<file path="src/hdl/m2h_pkg.sv">
// shared constants, command type and sequencer states for the murmur2 hash stream
package m2h_pkg;

   localparam logic [31:0] MIX_MUL     = 32'h5bd1e995;
   localparam int          MIX_SHIFT   = 24;
   localparam int          FIN_SHIFT_A = 13;
   localparam int          FIN_SHIFT_B = 15;

   localparam int QUEUE_DEPTH = 4;
   localparam int QUEUE_AW    = $clog2(QUEUE_DEPTH);

   // one unit of work for the back end, applied as load, then mix, then finish
   typedef struct packed {
      logic        load;
      logic        mix;
      logic        fin;
      logic        tail_nz;
      logic [31:0] data;
      logic [23:0] tail;
   } cmd_type;

   typedef enum logic [5:0] {
      ST_IDLE = 6'b000001,
      ST_MIX1 = 6'b000010,
      ST_MIX2 = 6'b000100,
      ST_MIX3 = 6'b001000,
      ST_FIN1 = 6'b010000,
      ST_FIN2 = 6'b100000
   } state_type;

endpackage

</file>
<file path="src/hdl/m2h_front.sv">
// byte gathering, seed register and command classification
module m2h_front
   import m2h_pkg::*;
(
   input  logic        clock,
   input  logic        reset,
   input  logic        csr_valid,
   output logic        csr_ready,
   input  logic [31:0] csr_data,
   input  logic        req_tvalid,
   output logic        req_tready,
   input  logic [7:0]  data_byte,
   input  logic        first,
   input  logic        last,
   input  logic [31:0] total_length,
   output logic        push,
   output cmd_type     push_cmd,
   input  logic        queue_full
);

   logic [31:0] seed_ff;
   logic [23:0] gather_ff, gather_in;
   logic [1:0]  count_ff, count_in;
   logic [23:0] gather_cur;
   logic [1:0]  count_cur;
   logic        accept;
   cmd_type     cmd;

   assign csr_ready  = 1'b1;
   assign req_tready = ~queue_full;
   assign accept     = req_tvalid & ~queue_full;

   always_comb begin
      gather_cur = first ? 24'd0 : gather_ff;
      count_cur  = first ? 2'd0 : count_ff;
      gather_in  = gather_cur;
      count_in   = count_cur;
      cmd        = '0;
      cmd.load   = first;
      cmd.data   = seed_ff ^ total_length;
      if (first && total_length == 32'd0) begin
         cmd.fin   = 1'b1;
         gather_in = 24'd0;
         count_in  = 2'd0;
      end else begin
         case (count_cur)
            2'd0: begin
               gather_in[7:0] = data_byte;
               count_in       = 2'd1;
            end
            2'd1: begin
               gather_in[15:8] = data_byte;
               count_in        = 2'd2;
            end
            2'd2: begin
               gather_in[23:16] = data_byte;
               count_in         = 2'd3;
            end
            default: begin
               cmd.mix   = 1'b1;
               cmd.data  = {data_byte, gather_cur};
               gather_in = 24'd0;
               count_in  = 2'd0;
            end
         endcase
         if (last) begin
            cmd.fin     = 1'b1;
            cmd.tail_nz = (count_in != 2'd0);
            cmd.tail    = gather_in;
            gather_in   = 24'd0;
            count_in    = 2'd0;
         end
      end
   end

   assign push     = accept & (cmd.load | cmd.mix | cmd.fin);
   assign push_cmd = cmd;

   always_ff @(posedge clock) begin
      if (reset) begin
         seed_ff   <= 32'd0;
         gather_ff <= 24'd0;
         count_ff  <= 2'd0;
      end else begin
         if (csr_valid) begin
            seed_ff <= csr_data;
         end
         if (accept) begin
            gather_ff <= gather_in;
            count_ff  <= count_in;
         end
      end
   end

endmodule

</file>
<file path="src/hdl/m2h_queue.sv">
// small command queue between front and back
module m2h_queue
   import m2h_pkg::*;
(
   input  logic    clock,
   input  logic    reset,
   input  logic    push,
   input  cmd_type push_cmd,
   output logic    full,
   input  logic    pop,
   output logic    pop_valid,
   output cmd_type pop_cmd
);

   cmd_type               entry_ff [QUEUE_DEPTH];
   logic [QUEUE_AW-1:0]   wr_ptr_ff, rd_ptr_ff;
   logic [QUEUE_AW:0]     fill_ff, fill_in;
   logic                  do_push, do_pop;

   assign full      = (fill_ff == (QUEUE_AW+1)'(QUEUE_DEPTH));
   assign pop_valid = (fill_ff != '0);
   assign pop_cmd   = entry_ff[rd_ptr_ff];
   assign do_push   = push & ~full;
   assign do_pop    = pop & pop_valid;

   always_comb begin
      fill_in = fill_ff;
      if (do_push && !do_pop) begin
         fill_in = fill_ff + 1'b1;
      end else if (do_pop && !do_push) begin
         fill_in = fill_ff - 1'b1;
      end
   end

   always_ff @(posedge clock) begin
      if (do_push) begin
         entry_ff[wr_ptr_ff] <= push_cmd;
      end
   end

   always_ff @(posedge clock) begin
      if (reset) begin
         wr_ptr_ff <= '0;
         rd_ptr_ff <= '0;
         fill_ff   <= '0;
      end else begin
         fill_ff <= fill_in;
         if (do_push) begin
            wr_ptr_ff <= wr_ptr_ff + 1'b1;
         end
         if (do_pop) begin
            rd_ptr_ff <= rd_ptr_ff + 1'b1;
         end
      end
   end

endmodule

</file>
<file path="src/hdl/m2h_back.sv">
// mixing sequencer with one shared multiplier and the result register
module m2h_back
   import m2h_pkg::*;
(
   input  logic        clock,
   input  logic        reset,
   input  logic        cmd_valid,
   input  cmd_type     cmd,
   output logic        cmd_pop,
   output logic        rsp_tvalid,
   input  logic        rsp_tready,
   output logic [31:0] rsp_tdata
);

   state_type   state_ff, state_in;
   cmd_type     cmd_ff, cmd_in;
   logic [31:0] h_ff, h_in;
   logic [31:0] k_ff, k_in;
   logic        rsp_valid_ff, rsp_valid_in;
   logic [31:0] rsp_data_ff, rsp_data_in;
   logic [31:0] mul_a, prod, fin_hash;

   always_comb begin
      case (state_ff)
         ST_MIX1: mul_a = cmd_ff.data;
         ST_MIX2: mul_a = k_ff ^ (k_ff >> MIX_SHIFT);
         ST_MIX3: mul_a = h_ff;
         ST_FIN1: mul_a = h_ff ^ {8'd0, cmd_ff.tail};
         ST_FIN2: mul_a = h_ff ^ (h_ff >> FIN_SHIFT_A);
         default: mul_a = h_ff;
      endcase
   end

   assign prod     = mul_a * MIX_MUL;
   assign fin_hash = prod ^ (prod >> FIN_SHIFT_B);

   always_comb begin
      state_in     = state_ff;
      cmd_in       = cmd_ff;
      h_in         = h_ff;
      k_in         = k_ff;
      rsp_valid_in = rsp_valid_ff & ~rsp_tready;
      rsp_data_in  = rsp_data_ff;
      cmd_pop      = 1'b0;
      case (state_ff)
         ST_IDLE: begin
            if (cmd_valid) begin
               cmd_pop = 1'b1;
               cmd_in  = cmd;
               if (cmd.load) begin
                  h_in = cmd.data;
               end
               if (cmd.mix) begin
                  state_in = ST_MIX1;
               end else if (cmd.fin) begin
                  state_in = ST_FIN1;
               end
            end
         end
         ST_MIX1: begin
            k_in     = prod;
            state_in = ST_MIX2;
         end
         ST_MIX2: begin
            k_in     = prod;
            state_in = ST_MIX3;
         end
         ST_MIX3: begin
            h_in     = prod ^ k_ff;
            state_in = cmd_ff.fin ? ST_FIN1 : ST_IDLE;
         end
         ST_FIN1: begin
            if (cmd_ff.tail_nz) begin
               h_in = prod;
            end
            state_in = ST_FIN2;
         end
         ST_FIN2: begin
            if (!rsp_valid_ff || rsp_tready) begin
               h_in         = fin_hash;
               rsp_valid_in = 1'b1;
               rsp_data_in  = fin_hash;
               state_in     = ST_IDLE;
            end
         end
         default: begin
            state_in = ST_IDLE;
         end
      endcase
   end

   assign rsp_tvalid = rsp_valid_ff;
   assign rsp_tdata  = rsp_data_ff;

   always_ff @(posedge clock) begin
      cmd_ff      <= cmd_in;
      k_ff        <= k_in;
      rsp_data_ff <= rsp_data_in;
   end

   always_ff @(posedge clock) begin
      if (reset) begin
         state_ff     <= ST_IDLE;
         h_ff         <= 32'd0;
         rsp_valid_ff <= 1'b0;
      end else begin
         state_ff     <= state_in;
         h_ff         <= h_in;
         rsp_valid_ff <= rsp_valid_in;
      end
   end

endmodule

</file>
<file path="src/hdl/murmur2_hash_stream.sv">
// top level of the streaming murmur2 32-bit hash
//
//  channel  direction  handshake               payload
//  req      in         req_tvalid/req_tready   tdata: data_byte, total_length; tuser: first;
//                                              tlast: last
//  rsp      out        rsp_tvalid/rsp_tready   tdata: hash_value
//  csr      in         csr_valid/csr_ready     csr_data: seed
//
// bytes are taken one a cycle while the command queue has room
// a word takes a queue pop and three passes through the one shared 32x32 multiplier
// (MIX1-MIX3), a finish adds FIN1 and FIN2 (after its own pop if alone), a bare first a pop
// long messages keep close to one byte a cycle, a one-byte message a pop, FIN1 and FIN2
// reset clears the seed, the running hash, the byte gather, the queue and the result valid
// a stalled result holds the back end in its last step and the front fills the queue
module murmur2_hash_stream
   import m2h_pkg::*;
(
   input  logic        clock,
   input  logic        reset,
   input  logic        csr_valid,
   output logic        csr_ready,
   input  logic [31:0] csr_data,
   input  logic        req_tvalid,
   output logic        req_tready,
   input  logic [39:0] req_tdata,   // data_byte [7:0], total_length [39:8]
   input  logic        req_tuser,   // first
   input  logic        req_tlast,
   output logic        rsp_tvalid,
   input  logic        rsp_tready,
   output logic [31:0] rsp_tdata    // hash_value [31:0]
);

   logic    push, queue_full, pop, pop_valid;
   cmd_type push_cmd, pop_cmd;

   m2h_front u_front (
      .clock        (clock),
      .reset        (reset),
      .csr_valid    (csr_valid),
      .csr_ready    (csr_ready),
      .csr_data     (csr_data),
      .req_tvalid   (req_tvalid),
      .req_tready   (req_tready),
      .data_byte    (req_tdata[7:0]),
      .first        (req_tuser),
      .last         (req_tlast),
      .total_length (req_tdata[39:8]),
      .push         (push),
      .push_cmd     (push_cmd),
      .queue_full   (queue_full)
   );

   m2h_queue u_queue (
      .clock     (clock),
      .reset     (reset),
      .push      (push),
      .push_cmd  (push_cmd),
      .full      (queue_full),
      .pop       (pop),
      .pop_valid (pop_valid),
      .pop_cmd   (pop_cmd)
   );

   m2h_back u_back (
      .clock      (clock),
      .reset      (reset),
      .cmd_valid  (pop_valid),
      .cmd        (pop_cmd),
      .cmd_pop    (pop),
      .rsp_tvalid (rsp_tvalid),
      .rsp_tready (rsp_tready),
      .rsp_tdata  (rsp_tdata)
   );

endmodule
</file>
<file path="config.mk">
export PLATFORM = sky130hd
export DESIGN_NAME = murmur2_hash_stream
export DESIGN_NICKNAME = d
export VERILOG_FILES = /design/src/hdl/m2h_pkg.sv /design/src/hdl/m2h_front.sv /design/src/hdl/m2h_queue.sv /design/src/hdl/m2h_back.sv /design/src/hdl/murmur2_hash_stream.sv
export SDC_FILE = /design/constraint.sdc
export NUM_CORES = 1
export LEC_CHECK = 0
export BUFFER_PORTS_ARGS = -buffer_cell sky130_fd_sc_hd__clkbuf_2
export CORE_MARGIN = 5
export CORE_UTILIZATION = 47
export DETAILED_ROUTE_END_ITERATION = 8
export PLACE_DENSITY_LB_ADDON = 0.15
export SYNTH_ARGS = -nofsm -noshare
export SYNTH_HDL_FRONTEND = slang
export SYNTH_SLANG_ARGS = --single-unit
</file>
<file path="constraint.sdc">
create_clock -name clock -period 9.8 [get_ports clock]
set_input_delay 1.47 -clock clock [delete_from_list [all_inputs] [get_ports clock]]
set_output_delay 1.47 -clock clock [all_outputs]
set_load 0.05 [all_outputs]
</file>
* Yosys cells after proc, flatten, opt, wreduce, memory -nomap -nowiden
Memory sizes are Yosys's and may differ from the RTL's. A register that Yosys moved wholly into a read port is not among the register bits.
Cells that the tools add are included.
** Storage, ports and cells
- Bits in registers :: 226
- Bits in writable memories :: 240
- Input port bits :: 79
- Output and inout bits :: 35
- Logic and storage cells :: 112
- Memories :: 1
** Memories
- u_queue.entry_ff :: depth 4, width 60, read ports 1, clocked after Yosys merged registers in 1, write ports 1, RTL line m2h_queue.sv:15 : cmd_type entry_ff [QUEUE_DEPTH];
** Cells by class
- Add/sub/neg operators :: 4
- Multipliers :: 1
- Eq/ne operators :: 14
- Muxes and demuxes :: 40
- Bitwise operators :: 15
- Reductions and logical operators :: 22
** Operators with widths (count)
- $pmux W32 S4 :: 2
- $mux W32 :: 5
- $mux W24 :: 4
- $xor A32 B32 Y32 :: 2
- $mux W57 :: 1
- $pmux W8 S2 :: 3
- $pmux W6 S6 :: 1
- $logic_not A32 Y1 :: 1
- $mul A32 B31 Y32 const B :: 1
- $xor A32 B17 Y32 :: 1
- $xor A32 B19 Y32 :: 1
- $xor A32 B24 Y32 :: 1
- $xor A32 B8 Y32 :: 1
- $mux W6 :: 4
- $mux W2 :: 7
- $mux W1 :: 9
- $reduce_or A2 Y1 :: 4
- $eq A6 B1 Y1 const B :: 1
- $eq A6 B2 Y1 const B :: 1
- $eq A6 B3 Y1 const B :: 1
- $eq A6 B4 Y1 const B :: 1
- $eq A6 B5 Y1 const B :: 1
- $eq A6 B6 Y1 const B :: 1
- $mux W3 :: 2
- 25 further kinds :: 40

* Depth between registers and ports, before layout
- Word-level depth :: 14
- Mapped depth :: 38
- Depth with buffers taken out :: 33

* Modules after synthesis
Synthesis repeated with hierarchy kept, for this count alone.
** Second synthesis, totals
- Cells, all modules :: 2342
- Area, all modules :: 28870.2 µm²
** Modules (own cells, without submodules)
- m2h_back :: times used 1, cells each 1604, area an instance 16407.0 µm², sequential area each 4444.3 µm²
- m2h_queue :: times used 1, cells each 362, area an instance 9195.1 µm², sequential area each 7387.1 µm²
- m2h_front :: times used 1, cells each 376, area an instance 3268.1 µm², sequential area each 1161.1 µm²

* Worst setup path before layout
Ideal clock, no wire load.
- Path kind :: register to register
- Start :: register u_back.state_ff[5]
- End :: register u_back.rsp_data_ff[16], in the netlist u_back.rsp_tdata[16] (data pin)
- Library setup time :: 0.279 ns
- Arrival :: 8.311 ns
- Data required time :: 9.521 ns
- Path slack :: 1.210 ns
- Stages on the path, launching flop included :: 32
- Buffers on the path :: 5
- Period minus slack after synthesis :: 8.590 ns
- Cells stage by stage :: dfxtp_1 buf_6 or4_1 buf_2 nor3b_4 clkbuf_1 buf_1 a221o_1 fa_1 fa_1 inv_1 fa_1 inv_1 fa_1 inv_1 fa_1 fa_1 inv_1 fa_1 inv_1 fa_1 xnor2_1 xnor2_1 xnor2_1 xnor2_1 xnor3_1 xnor2_1 xnor3_1 and3_1 or2_1 buf_2 xor2_1
** Between the ends
- Longest elaborated chain between the ends :: 4
- Elaborated cells on any way between the ends :: 7
- Those cells by class :: mul: 1; eq/ne: 4; mux: 1; bitwise: 1
** RTL lines
- from (decl) :: RTL line m2h_back.sv:15 : state_type state_ff, state_in;
- from (signal assigned) :: RTL line m2h_back.sv:107 : state_ff <= state_in;
- $eq A6 B6 Y1 (tied with other cells) :: RTL line m2h_back.sv:24 : case (state_ff)
- $pmux W32 S4 * :: RTL line m2h_back.sv:24
- $mul A32 B31 Y32 * :: RTL line m2h_back.sv:34 : assign prod = mul_a * MIX_MUL;
- $xor A32 B17 Y32 * :: RTL line m2h_back.sv:35 : assign fin_hash = prod ^ (prod >> FIN_SHIFT_B);
- net u_back.fin_hash[16] :: RTL line m2h_back.sv:21 : logic [31:0] mul_a, prod, fin_hash;
- to (signal assigned) :: RTL line m2h_back.sv:98 : rsp_data_ff <= rsp_data_in;
- to (decl) :: RTL line m2h_back.sv:20 : logic [31:0] rsp_data_ff, rsp_data_in;
Mark *: on every way through the listed nets, which the timed path passes. The rest lies on a longest branch.
A chain may end at the register's enable or synchronous reset.

* Worst setup path after layout
- Start :: register u_back.state_ff[2]
- End :: register u_back.h_ff[26]
** Between the ends
- Longest elaborated chain between the ends :: 6
- Elaborated cells on any way between the ends :: 19
- Those cells by class :: mul: 1; eq/ne: 10; mux: 4; bitwise: 2; reduce/logical: 2
** RTL lines
- $eq A6 B6 Y1 (tied with other cells) :: RTL line m2h_back.sv:24
- $pmux W32 S4 * :: RTL line m2h_back.sv:24
- $mul A32 B31 Y32 * :: RTL line m2h_back.sv:34
- $xor A32 B17 Y32 * :: RTL line m2h_back.sv:35
- net u_back.fin_hash[26] :: RTL line m2h_back.sv:21
- $mux W32 * :: RTL line m2h_back.sv:79 : if (!rsp_valid_ff || rsp_tready) begin
- $pmux W32 S4 * :: RTL line m2h_back.sv:45 : case (state_ff)
- to (signal assigned) :: RTL line m2h_back.sv:108 : h_ff <= h_in;
- to (decl) :: RTL line m2h_back.sv:17 : logic [31:0] h_ff, h_in;
Mark *: on every way through the listed nets, which the timed path passes. The rest lies on a longest branch. The select of a mux whose other input is x is not followed.

==> metrics.cfg <==
[cts]
postCtsResizedCells=0
clkLatencyLatePin_ps=600
cts_root_buf=clkbuf_16
cts_buffers=48
cts_setup_buffers=0
cts_tree=done
cts.sinks=468
hold_buffers=0
cts_buffer_depth=3
cts.htree.levels=2
clkTransAtPathRegs_ps=60

[setup_path]
crit_fanout=22
cp.arrival_ps=9820
crit_buf_inv=6
reg2regPathDepth=32
crit_required_ps=10310
worstSetupPathType=reg2reg
cpLargestDelayFamily=adder cells
slowest_delay_ps=610
critPathMostFrequentCell=fa_1
r2r-start=u_back.state_ff[2]
r2r_end=u_back.h_ff[26]
r2r_slack_ps=490
start_kind=flop
worstSetupEndpointType=flop
crit_slowest_cell=a221o_1

[synth]
synth_edf_count=362
synth_nets=2854
synth_warnings=0
synth_seq_area_share_pct=45.4
synth_top_area_share_pct=38.0
synth_area_per_cell_sq_um=12.1
synth_area_leaders=edfxtp_1 38%, fa_1 13%, ha_1 9.8%
synth_area_sq_um=28600
ys_ff_latch=468
ys_async_sr_fraction_pct=0
yosys.area.top_type=edfxtp_1
synth_ff_type=edfxtp_1
yosysUniqueCellTypes=74
synthCells=2369

[grt]
grt-busiest-layer=met2
antenna_found_initial=1
grt_max_degree=73
grt_first_pass_wirelength_mm=126
grt_use_total_pct=25.2
use_met1_pct=34.5
grt_util_met3_pct=3.62
grt_pass1_vias=19600
grt_overflow=0
use_met2_pct=41.6

[sta]
fmax_mhz=107
min_period_over_period_pct=95.0
hold_ws_ps=465
relSlewSlack_pct=15.2
fin_tns_setup_ps=0
worst_pin_slew_ps=1260
hold_violations=0
finalSetupViolCount=0
fin_crit_ps=9310
rsz0062_at_grt=false
fin_worst_skew_ps=29.2
drv_slew=0

[placed_design]
io_buffers=112
gp_congestion=0.963
place_area_sq_um=30300
dp_hpwl_mm=63.9

[hold_path]
whs_path_depth=2
hp-start=u_back.h_ff[0]
holdPathEnd=u_back.h_ff[0]
worstHoldPathType=reg2reg

[layout]
final_nets=2987
diodes=0
drive_above_1_share_pct=13.3
final_common_cell=inv_1
final_cell_mix=369 x inv_1, 362 x edfxtp_1, 225 x ha_1
area_delta_synth_final_pct=11.7
num-fill-cells=5249
design_area_sq_um=32000

[routing]
drtIter0Drc=1751
wl_per_cell_um=25.3
drc_errors=0
via_per_inst=5.76
dr.pass1.iters=6
drt-total-wl_mm=84.1
vias=19100
final_antenna_net_count=0

[die]
start_util_pct=47.5
coreArea_sq_um=60400
die_y_um=257
die_w_um=257
ios=114
dieArea_sq_um=66000
placementRows=90

[job]
max-cap-violations=0

[run_status]
status=finished, final reports clean

==> worst min-delay path, delay by kind of cell (launching register included) <==
family	cells	cell delay, ps
AOI/OAI and AO/OA	1	50
and+or+nand+nor	1	50
DFF	1	310
==> synth_stat cells (13+ instances only) <==
| library cell | number |
|---|---|
| fa_1 | 181 |
| a31oi_1 | 14 |
| mux2i_1 | 38 |
| clkbuf_1 | 73 |
| mux4_2 | 60 |
| o21a_1 | 13 |
| xor2_1 | 39 |
| o22ai_1 | 25 |
| a21o_1 | 16 |
| dfxtp_1 | 106 |
| a21oi_1 | 107 |
| xnor2_1 | 77 |
| inv_1 | 369 |
| nor3_1 | 13 |
| o21ai_0 | 85 |
| nand2b_1 | 16 |
| a22oi_1 | 68 |
| buf_1 | 18 |
| ha_1 | 225 |
| edfxtp_1 | 362 |
| nor2_1 | 171 |
| nand2_1 | 82 |
| a311oi_1 | 15 |
| a221o_1 | 13 |
==> sequential cells by signal, summed over array words and instances (netlist names), named ones only <==
name,cells
u_back.h_ff,32
u_front.gather_ff,24
u_queue.wr_ptr_ff,2
u_back.state_ff,6
u_queue.rd_ptr_ff,2
u_front.seed_ff,32
u_back.k_ff,32
u_back.cmd_ff,58
u_queue.entry_ff,240
u_back.rsp_tdata,32
u_front.count_ff,2
u_queue.fill_ff,3
u_back.rsp_tvalid,1
==> worst max-delay path by stage <==
stage                       startpoint              endpoint  cells past startpoint
finish              u_back.state_ff[2]       u_back.h_ff[26]                     32
global route        u_back.state_ff[1]        u_back.h_ff[8]                     31
CTS                 u_back.state_ff[2]       u_back.h_ff[31]                     33
detailed placement  u_back.state_ff[2]       u_back.h_ff[31]                     33
global placement    u_back.state_ff[1]       u_back.h_ff[31]                     30
floorplan           u_back.state_ff[5]  u_back.rsp_tdata[16]                     31
==> per-layer routing <==
| metal | vias up | share of wire (%) |
|---|---|---|
| met1 | 9651 | 42 |
| met5 | - | 0 |
| met4 | 0 | 4.1 |
| li1 | 8581 | - |
| met2 | 744 | 47 |
| met3 | 153 | 6.1 |
==> layout make-up <==
cell class	instances	area (sq um)	area share, %
well taps	782	978	3.06
clock buffers	67	1380	4.33
multi-input cells	1433	13900	43.4
repair buffers	181	1090	3.42
clock inverters	22	248	0.775
flip-flops and latches	468	13000	40.6
inverters	370	1390	4.34
==> per-stage QoR <==
step                      setup WS (ps)  util [%]  instances
after floorplan                    1210         -       2369
after global placement              586      50.3       3234
after detailed placement            559      50.3       3234
after CTS                           570      53.0       3323
after global routing                146      53.0       3323
final                               488      53.0       3323
==> cell families (layout without fill, tap and decap cells) <==
logic type / count (synthesis) / in the layout / share of synthesized area [%]
buf+inv: 468 / 640 / 6.24
compound gates: 434 / 434 / 9.98
other cells: 1 / 1 / 0.0131
fa+ha+maj: 406 / 406 / 22.5
mux: 98 / 98 / 6.05
flops: 468 / 468 / 45.4
simple gates: 374 / 374 / 6.04
xor+xnor: 120 / 120 / 3.84
Power is not shown: default switching activity piles up to over one toggle a cycle in this logic, so the estimate is an artifact.
